===== config.mk =====
export PLATFORM = sky130hd
export DESIGN_NAME = outlier_limited_smoothing_filter_top
export DESIGN_NICKNAME = d
export VERILOG_FILES = /design/src/rtl/core/osf_pkg.sv /design/src/rtl/core/outlier_limited_smoothing_filter_top.sv /design/src/rtl/core/osf_cfg_regs.sv /design/src/rtl/core/osf_core.sv
export SDC_FILE = /design/constraint.sdc
export NUM_CORES = 1
export LEC_CHECK = 0
export BUFFER_PORTS_ARGS = -buffer_cell sky130_fd_sc_hd__buf_2
export CAP_MARGIN = 15
export CORE_ASPECT_RATIO = 1.1
export CORE_MARGIN = 10
export CORE_UTILIZATION = 60
export CTS_CLUSTER_SIZE = 14
export DETAILED_ROUTE_END_ITERATION = 7
export HOLD_SLACK_MARGIN = 0.12
export PLACE_DENSITY = 0.77
export SETUP_SLACK_MARGIN = 0.15
export SYNTH_ARGS = -nofsm -noshare
export SYNTH_HDL_FRONTEND = slang
export SYNTH_SLANG_ARGS = --single-unit

===== constraint.sdc =====
create_clock -name clk -period 55.9 [get_ports clk]
set_input_delay 5.59 -clock clk [delete_from_list [all_inputs] [get_ports clk]]
set_output_delay 5.59 -clock clk [all_outputs]
set_load 0.05 [all_outputs]

===== src/rtl/core/osf_pkg.sv =====
// Shared types and constants for the outlier limited smoothing filter.
// Used by osf_cfg_regs, osf_core and the top level; depends on nothing.
package osf_pkg;

    localparam int CFG_INDEX_WIDTH = 2;
    localparam int CFG_DATA_WIDTH  = 16;
    localparam int LEVEL_WIDTH     = 15;
    localparam int WEIGHT_WIDTH    = 16;
    localparam int FRAC_BITS       = 16;

    typedef enum logic [CFG_INDEX_WIDTH-1:0] {
        REG_FILTER_ENABLE    = 2'd0,
        REG_CLIP_LEVEL       = 2'd1,
        REG_SMOOTHING_WEIGHT = 2'd2,
        REG_JUMP_LIMIT       = 2'd3
    } cfg_index_t;

    // Floors and cap applied to the raw register values.
    localparam logic [LEVEL_WIDTH-1:0]  CLIP_FLOOR = 15'd256;
    localparam logic [LEVEL_WIDTH-1:0]  JUMP_FLOOR = 15'd256;
    localparam logic [WEIGHT_WIDTH-1:0] WEIGHT_CAP = 16'd62259;

    // Reset values: enabled, 8.0, 0.20, 4.5.
    localparam logic                    RESET_ENABLE = 1'b1;
    localparam logic [LEVEL_WIDTH-1:0]  RESET_CLIP   = 15'd2048;
    localparam logic [WEIGHT_WIDTH-1:0] RESET_WEIGHT = 16'd13107;
    localparam logic [LEVEL_WIDTH-1:0]  RESET_JUMP   = 15'd1152;

    // Effective settings, with floors and cap already applied.
    typedef struct packed {
        logic                    enable;
        logic [LEVEL_WIDTH-1:0]  clip;
        logic [WEIGHT_WIDTH-1:0] weight;
        logic [LEVEL_WIDTH-1:0]  jump;
    } cfg_t;

endpackage


===== src/rtl/core/outlier_limited_smoothing_filter_top.sv =====
// Top level of the outlier limited smoothing filter.
// Instantiates osf_cfg_regs and osf_core; uses osf_pkg.
//
// Input channel: in_valid / in_stall with sample (signed Q7.8) and
// starts_vector, which restarts the history at the first item of a vector.
// Output channel: out_valid / out_stall with one filtered sample per item.
// Configuration: cfg_write, cfg_index, cfg_data; write only while idle.
//
// Each accepted item lands in an input register; the clip, jump limit and
// one-multiplier blend run from there into the result register when it is
// free, and the output is taken from the result register. The held value
// feeds back from the result step, giving one item per cycle sustained
// while out_stall stays low.
// When out_stall is high the result register holds and the input register
// fills; in_stall then rises until the result is taken.
// Reset empties both registers, clears the held value to zero and loads the
// register defaults: enabled, clip 8.0, weight 0.20, jump limit 4.5.
module outlier_limited_smoothing_filter_top #(
    parameter int SAMPLE_WIDTH = 16
) (
    input  logic                                 clk,
    input  logic                                 rst_n,
    input  logic                                 cfg_write,
    input  logic [osf_pkg::CFG_INDEX_WIDTH-1:0]  cfg_index,
    input  logic [osf_pkg::CFG_DATA_WIDTH-1:0]   cfg_data,
    input  logic                                 in_valid,
    output logic                                 in_stall,
    input  logic signed [SAMPLE_WIDTH-1:0]       sample,
    input  logic                                 starts_vector,
    output logic                                 out_valid,
    input  logic                                 out_stall,
    output logic signed [SAMPLE_WIDTH-1:0]       filtered
);

    osf_pkg::cfg_t cfg;

    logic                           in_valid_reg;
    logic                           in_valid_next;
    logic signed [SAMPLE_WIDTH-1:0] sample_reg;
    logic                           first_reg;
    logic                           out_valid_reg;
    logic                           out_valid_next;
    logic signed [SAMPLE_WIDTH-1:0] filtered_reg;
    logic signed [SAMPLE_WIDTH-1:0] held_reg;
    logic signed [SAMPLE_WIDTH-1:0] result;
    logic                           out_free;
    logic                           advance;
    logic                           take_in;

    osf_cfg_regs u_cfg (
        .clk       (clk),
        .rst_n     (rst_n),
        .cfg_write (cfg_write),
        .cfg_index (cfg_index),
        .cfg_data  (cfg_data),
        .cfg       (cfg)
    );

    osf_core #(
        .SAMPLE_WIDTH (SAMPLE_WIDTH)
    ) u_core (
        .cfg           (cfg),
        .sample        (sample_reg),
        .starts_vector (first_reg),
        .held          (held_reg),
        .filtered      (result)
    );

    assign out_free = !out_valid_reg || !out_stall;
    assign advance  = in_valid_reg && out_free;
    assign in_stall = in_valid_reg && !out_free;
    assign take_in  = in_valid && !in_stall;

    always_comb
    begin
        in_valid_next = in_valid_reg;
        if (take_in)
            in_valid_next = 1'b1;
        else if (advance)
            in_valid_next = 1'b0;

        out_valid_next = out_valid_reg;
        if (advance)
            out_valid_next = 1'b1;
        else if (out_valid_reg && !out_stall)
            out_valid_next = 1'b0;
    end

    always_ff @(posedge clk or negedge rst_n)
    begin
        if (!rst_n)
        begin
            in_valid_reg  <= 1'b0;
            out_valid_reg <= 1'b0;
            held_reg      <= '0;
        end
        else
        begin
            in_valid_reg  <= in_valid_next;
            out_valid_reg <= out_valid_next;
            // A pass-through item leaves the history alone.
            if (advance && cfg.enable)
                held_reg <= result;
        end
    end

    always_ff @(posedge clk)
    begin
        if (take_in)
        begin
            sample_reg <= sample;
            first_reg  <= starts_vector;
        end
        if (advance)
            filtered_reg <= result;
    end

    assign out_valid = out_valid_reg;
    assign filtered  = filtered_reg;

endmodule


===== src/rtl/core/osf_cfg_regs.sv =====
// Configuration registers of the outlier limited smoothing filter.
// Stores effective values (floors and cap applied on write); uses osf_pkg.
module osf_cfg_regs (
    input  logic                                  clk,
    input  logic                                  rst_n,
    input  logic                                  cfg_write,
    input  logic [osf_pkg::CFG_INDEX_WIDTH-1:0]   cfg_index,
    input  logic [osf_pkg::CFG_DATA_WIDTH-1:0]    cfg_data,
    output osf_pkg::cfg_t                         cfg
);

    osf_pkg::cfg_t cfg_reg;
    osf_pkg::cfg_t cfg_next;

    logic [osf_pkg::LEVEL_WIDTH-1:0]  level_raw;
    logic [osf_pkg::WEIGHT_WIDTH-1:0] weight_raw;
    logic [osf_pkg::LEVEL_WIDTH-1:0]  clip_eff;
    logic [osf_pkg::LEVEL_WIDTH-1:0]  jump_eff;
    logic [osf_pkg::WEIGHT_WIDTH-1:0] weight_eff;

    assign level_raw  = cfg_data[osf_pkg::LEVEL_WIDTH-1:0];
    assign weight_raw = cfg_data[osf_pkg::WEIGHT_WIDTH-1:0];
    assign clip_eff   = (level_raw < osf_pkg::CLIP_FLOOR) ? osf_pkg::CLIP_FLOOR : level_raw;
    assign jump_eff   = (level_raw < osf_pkg::JUMP_FLOOR) ? osf_pkg::JUMP_FLOOR : level_raw;
    assign weight_eff = (weight_raw > osf_pkg::WEIGHT_CAP) ? osf_pkg::WEIGHT_CAP : weight_raw;

    always_comb
    begin
        cfg_next = cfg_reg;
        if (cfg_write)
        begin
            unique case (osf_pkg::cfg_index_t'(cfg_index))
                osf_pkg::REG_FILTER_ENABLE:    cfg_next.enable = cfg_data[0];
                osf_pkg::REG_CLIP_LEVEL:       cfg_next.clip   = clip_eff;
                osf_pkg::REG_SMOOTHING_WEIGHT: cfg_next.weight = weight_eff;
                osf_pkg::REG_JUMP_LIMIT:       cfg_next.jump   = jump_eff;
                default:                       cfg_next = cfg_reg;
            endcase
        end
    end

    always_ff @(posedge clk or negedge rst_n)
    begin
        if (!rst_n)
        begin
            cfg_reg.enable <= osf_pkg::RESET_ENABLE;
            cfg_reg.clip   <= osf_pkg::RESET_CLIP;
            cfg_reg.weight <= osf_pkg::RESET_WEIGHT;
            cfg_reg.jump   <= osf_pkg::RESET_JUMP;
        end
        else
        begin
            cfg_reg <= cfg_next;
        end
    end

    assign cfg = cfg_reg;

endmodule


===== src/rtl/core/osf_core.sv =====
// Filter arithmetic: clip, jump limit and weighted blend, or bypass when disabled.
// Combinational; uses osf_pkg for the settings struct.
module osf_core #(
    parameter int SAMPLE_WIDTH = 16
) (
    input  osf_pkg::cfg_t                   cfg,
    input  logic signed [SAMPLE_WIDTH-1:0]  sample,
    input  logic                            starts_vector,
    input  logic signed [SAMPLE_WIDTH-1:0]  held,
    output logic signed [SAMPLE_WIDTH-1:0]  filtered
);

    // Wide enough for the sample and for the 15-bit levels, plus sign and margin.
    localparam int XW = ((SAMPLE_WIDTH > osf_pkg::LEVEL_WIDTH + 1) ?
                         SAMPLE_WIDTH : osf_pkg::LEVEL_WIDTH + 1) + 2;
    localparam int DW = SAMPLE_WIDTH + 1;
    localparam int PW = SAMPLE_WIDTH + osf_pkg::FRAC_BITS + 2;

    logic signed [XW-1:0] v_ext;
    logic signed [XW-1:0] held_ext;
    logic signed [XW-1:0] clip_pos;
    logic signed [XW-1:0] clip_neg;
    logic signed [XW-1:0] jump_pos;
    logic signed [XW-1:0] v_clip;
    logic signed [XW-1:0] delta;
    logic signed [XW-1:0] mag;
    logic signed [XW-1:0] v_lim;
    logic signed [DW-1:0] diff;
    logic signed [osf_pkg::WEIGHT_WIDTH:0] weight_s;
    logic signed [PW-1:0] prod;
    logic signed [PW-1:0] sum;
    logic signed [PW-1:0] blend;

    assign v_ext    = XW'(sample);
    assign held_ext = XW'(held);
    assign clip_pos = $signed({{(XW-osf_pkg::LEVEL_WIDTH){1'b0}}, cfg.clip});
    assign clip_neg = -clip_pos;
    assign jump_pos = $signed({{(XW-osf_pkg::LEVEL_WIDTH){1'b0}}, cfg.jump});

    always_comb
    begin
        priority if (v_ext > clip_pos)
            v_clip = clip_pos;
        else if (v_ext < clip_neg)
            v_clip = clip_neg;
        else
            v_clip = v_ext;
    end

    assign delta = v_clip - held_ext;
    assign mag   = delta[XW-1] ? -delta : delta;

    // Limit the step toward the clipped sample; stays between held and v_clip.
    always_comb
    begin
        if (mag > jump_pos)
            v_lim = delta[XW-1] ? (held_ext - jump_pos) : (held_ext + jump_pos);
        else
            v_lim = v_clip;
    end

    // held*a + v*(1 - a) rewritten as v*1.0 + (held - v)*a: one multiplier.
    assign diff     = DW'(held_ext - v_lim);
    assign weight_s = $signed({1'b0, cfg.weight});
    assign prod     = PW'(diff) * PW'(weight_s);
    assign sum      = (PW'(v_lim) <<< osf_pkg::FRAC_BITS) + prod
                      + PW'(1 <<< (osf_pkg::FRAC_BITS - 1));
    assign blend    = sum >>> osf_pkg::FRAC_BITS;

    always_comb
    begin
        priority if (!cfg.enable)
            filtered = sample;
        else if (starts_vector)
            filtered = v_clip[SAMPLE_WIDTH-1:0];
        else
            filtered = blend[SAMPLE_WIDTH-1:0];
    end

endmodule


==> results.rst <==
.. list-table::
   :header-rows: 1

   * - Metric
     - Value
   * - Startpoint type of the worst setup path
     - flop
   * - Total congestion overflow after global routing
     - 0
   * - Timing endpoint of the critical path
     - filtered[15]
   * - Register-to-register path setup slack
     - about 36 ns
   * - Delay of the slowest cell on the worst path
     - 0.80 ns
   * - Portion of the post-synthesis area used by sequential elements
     - a little over an eighth
   * - TritonCTS clock tree
     - yes
   * - Final hold violation count
     - 0
   * - Antenna-violating nets left
     - 0
   * - Post-CTS setup buffer count
     - 0
   * - CTS H-tree depth
     - 3
   * - Die Wd
     - 193 um
   * - Total Routed Length
     - 54.7 mm
   * - Cells resized by post-CTS repair
     - 0
   * - Clock slew at the register clock pins of the worst setup and hold paths
     - roughly 0.070 ns
   * - Signed area change from the synthesized netlist to the final layout
     - 5.11%
   * - Endpoints failing setup
     - 0
   * - Min cycle time layout
     - 20.21 ns
   * - Share of final-layout standard cells stronger than drive strength 1
     - about 7.0%
   * - Inserted Clock Buffers
     - 9
   * - Cts hold-fix bufs
     - 0
   * - Half-perimeter wire length after placement
     - 44.6 mm
   * - Sequential Area
     - 0.00263 mm^2
   * - Routed vias/inst
     - 5.81
   * - Commonest register cell after synthesis
     - sky130_fd_sc_hd__dfrtp_1
   * - Reg2Reg Capture Point
     - filtered[15]
   * - Syn. warnings
     - 0
   * - Top cells by area in the synthesized netlist
     - sky130_fd_sc_hd__fa_1 29%, sky130_fd_sc_hd__ha_1 11%, sky130_fd_sc_hd__inv_1 8.7%, sky130_fd_sc_hd__dfrtp_1 6.7%, sky130_fd_sc_hd__and2_1 5.1%
   * - Number of standard-cell rows in the floorplan
     - 69
   * - Flip-flop count of the largest register after layout
     - 47
   * - Share of synthesized flip-flops with an asynchronous set or reset
     - between 60% and 70%
   * - Critical register-to-register path startpoint
     - u_cfg.cfg[32]
   * - Average cell area after synthesis
     - 8.83 um^2
   * - Maximum count of clock buffers along a single path
     - 2
   * - Slowest-stage cell, CP
     - sky130_fd_sc_hd__xnor3_2
   * - Crit path launch
     - u_cfg.cfg[32]
   * - Placeable Area
     - 0.0325 mm^2
   * - Total nets after synthesis
     - 2,755
   * - Max Fclk
     - 49.5 MHz
   * - Placer Congestion
     - 0.954
   * - Ratio of final minimum period to clock period
     - 36.2%
   * - Number of antenna violations at the first check in global routing
     - 0
   * - Max Transition Viols Final
     - 0
   * - Portion of synthesized cell area occupied by the leading cell type
     - 29.1%
   * - Total of fill cells in the finished design
     - 2,701
   * - Worst rel slew slack
     - between 20 and 30%
   * - IO Count
     - a little under 60
   * - CP Max Fanout
     - 36
   * - Final-layout setup total negative slack
     - 0 ns
   * - Status
     - complete, no violations
   * - Critical path required time
     - around 56 ns
   * - Wire length of the first global-routing pass
     - 89.4 mm
   * - Flops & latches, synth
     - 98
   * - Skew final
     - 0.00714 ns
   * - Share of the core filled with cells in the final layout
     - 64.2%
   * - RSZ-0062 raised after global routing
     - false
   * - Total global routing track utilization
     - 27.3%
   * - Area used by multi-input combinational logic
     - 0.0152 mm^2
   * - Number of enable-type register cells in the synthesized netlist
     - 33
   * - Routed via count
     - 15,600
   * - Cell repeated most along the worst path
     - sky130_fd_sc_hd__inv_1
   * - Initial DRC count
     - approximately 1,000
   * - Die outline area
     - about 0.04 mm^2
   * - First-pass iteration count of the detailed router
     - 7
   * - Instance count of the mapped netlist
     - 2,246
   * - Largest net degree at the start of global routing
     - 66
   * - Count of distinct cell types in the synthesized netlist
     - 89
   * - Root buffer cell
     - sky130_fd_sc_hd__clkbuf_16
   * - Net total in the final layout
     - 2,767
   * - Count of input and output buffers
     - 57
   * - Routed wire per std cell
     - 20.3 um
   * - Class of the most critical hold timing path
     - reg2reg
   * - Transition time of the tightest slew-check pin
     - about 1.1 ns
   * - Starting Density
     - 61.1%
   * - Signal arrival time at the worst endpoint
     - about 20 ns
   * - DIE HEIGHT
     - 211 um
   * - Depth of the worst register-to-register path
     - 77
   * - Worst setup EP type
     - flop
   * - Kind of critical path
     - reg2reg
   * - Number of maximum-capacitance constraint violations
     - 0
   * - Clock tree sinks
     - 98
   * - Total standard cell area after synthesis
     - 0.0198 mm^2
   * - Number of remaining DRC errors
     - 0
   * - Worst Hold Depth
     - 1
   * - Worst-skew pair later-pin latency
     - 0.37 ns
   * - Post-synthesis cell type with the largest combined area
     - sky130_fd_sc_hd__fa_1
   * - Number of global-route vias before repair
     - 17,000
-- stage by stage --
| step | hold slack [ns] | cell area (um^2) | worst slack (ns) | std cells |
|---|---|---|---|---|
| 2_1_floorplan | 0.449 | 19800 | 37.80 | 2246 |
| 3_5_place_dp | 0.501 | 20500 | 35.87 | 2673 |
| 3_3_place_gp | 0.451 | 20500 | 36.32 | 2673 |
| 4_1_cts | 0.511 | 20900 | 35.83 | 2689 |
| 6_report | 0.512 | 20900 | 35.69 | 2690 |
| 5_1_grt | 0.533 | 20900 | 34.30 | 2689 |
-- cells in the final DEF, fill, tap and decap left out, types with 6 or more instances in the layout --
master / count
sky130_fd_sc_hd__mux2_2: 17
sky130_fd_sc_hd__maj3_1: 6
sky130_fd_sc_hd__xor2_1: 32
sky130_fd_sc_hd__nand4_1: 19
sky130_fd_sc_hd__nor2b_1: 40
sky130_fd_sc_hd__buf_2: 57
sky130_fd_sc_hd__mux2i_1: 20
sky130_fd_sc_hd__o21ai_0: 82
sky130_fd_sc_hd__o21bai_1: 6
sky130_fd_sc_hd__and2_1: 162
sky130_fd_sc_hd__o21ai_1: 6
sky130_fd_sc_hd__a21oi_1: 81
sky130_fd_sc_hd__nand3_1: 18
sky130_fd_sc_hd__a22o_1: 10
sky130_fd_sc_hd__edfxtp_1: 33
sky130_fd_sc_hd__nand2_1: 213
sky130_fd_sc_hd__nand2b_1: 26
sky130_fd_sc_hd__or2_2: 7
sky130_fd_sc_hd__o21a_1: 14
sky130_fd_sc_hd__nor3_1: 15
sky130_fd_sc_hd__xnor2_1: 89
sky130_fd_sc_hd__dfrtp_1: 53
sky130_fd_sc_hd__and3_1: 11
sky130_fd_sc_hd__clkbuf_16: 9
sky130_fd_sc_hd__o22a_1: 6
sky130_fd_sc_hd__or3_1: 10
sky130_fd_sc_hd__a22oi_1: 12
sky130_fd_sc_hd__buf_4: 19
sky130_fd_sc_hd__nor2_1: 80
sky130_fd_sc_hd__fa_1: 288
sky130_fd_sc_hd__o31ai_1: 11
sky130_fd_sc_hd__inv_1: 461
sky130_fd_sc_hd__a31oi_1: 11
sky130_fd_sc_hd__ha_1: 181
sky130_fd_sc_hd__o211ai_1: 16
sky130_fd_sc_hd__dfstp_2: 12
sky130_fd_sc_hd__a21o_1: 24
-- worst max-delay path, delay by kind of cell, from the launching register on --
family,cells,cell delay (ns)
muxes,2,0.60
AOI/OAI and AO/OA,27,6.29
adders and majority gates,15,5.63
xor gates and xnor gates,5,1.60
and+or+nand+nor,18,4.52
DFF,1,0.41
buffers and inverters,10,0.93
-- metal layers --
metal | GRT usage, % | routed length (um) | part of all wire, % | vias to the layer above
li1 | - | - | - | 7181
met1 | 31.6 | 21200 | 39 | 7771
met2 | 49.0 | 27800 | 51 | 513
met3 | 3.14 | 2870 | 5.2 | 159
met4 | 14.2 | 2870 | 5.2 | 0
met5 | 0 | 0 | 0 | -
-- cell type report --
cell class	instances	area share, %
antenna	1	0.0120
sequential	98	12.6
tap	426	2.56
multi-input combinational	1611	72.9
clock buffer	9	1.08
clock inverter	7	0.480
inverter	462	8.32
timing repair buffer	76	2.05
-- cell families (layout without fill, tap and decap cells) --
kind of cell,count (synthesis),count (layout),share of synthesized area [%]
AO/OA/AOI/OAI,340,340,11.5
XOR/XNOR,125,125,5.63
flip-flops,98,98,13.3
buffers and inverters,537,554,10.3
multiplexers,42,42,2.37
AND/OR/NAND/NOR,628,628,16.1
adder cells (fa/ha/maj),476,476,40.8
other,0,1,0
-- Yosys cell counts, types with 12 or more instances --
cell type                  count
sky130_fd_sc_hd__clkbuf_1     63
sky130_fd_sc_hd__nor2b_1      40
sky130_fd_sc_hd__mux2_2       17
sky130_fd_sc_hd__a22oi_1      12
sky130_fd_sc_hd__o211ai_1     16
sky130_fd_sc_hd__nor2_1       80
sky130_fd_sc_hd__fa_1        288
sky130_fd_sc_hd__nand3_1      18
sky130_fd_sc_hd__dfrtp_1      53
sky130_fd_sc_hd__o21a_1       14
sky130_fd_sc_hd__ha_1        181
sky130_fd_sc_hd__nand2_1     213
sky130_fd_sc_hd__inv_1       461
sky130_fd_sc_hd__xor2_1       33
sky130_fd_sc_hd__nand2b_1     26
sky130_fd_sc_hd__nand4_1      19
sky130_fd_sc_hd__o21ai_0      82
sky130_fd_sc_hd__mux2i_1      20
sky130_fd_sc_hd__and2_1      162
sky130_fd_sc_hd__dfstp_2      12
sky130_fd_sc_hd__xnor2_1      90
sky130_fd_sc_hd__a21oi_1      81
sky130_fd_sc_hd__edfxtp_1     33
sky130_fd_sc_hd__a21o_1       24
sky130_fd_sc_hd__nor3_1       15
-- how the worst min path moves through the flow --
| stage | end | startpoint | slack (ns) |
|---|---|---|---|
| final | out_valid | in_valid_reg | 0.51 |
| after global placement | out_valid | in_valid_reg | 0.45 |
| after detailed placement | out_valid | in_valid_reg | 0.50 |
| after global routing | out_valid | in_valid_reg | 0.53 |
| after floorplan | out_valid | in_valid_reg | 0.45 |
| after CTS | out_valid | in_valid_reg | 0.51 |
Power is not shown: default switching activity piles up to over one toggle a cycle in this logic, so the estimate is an artifact.
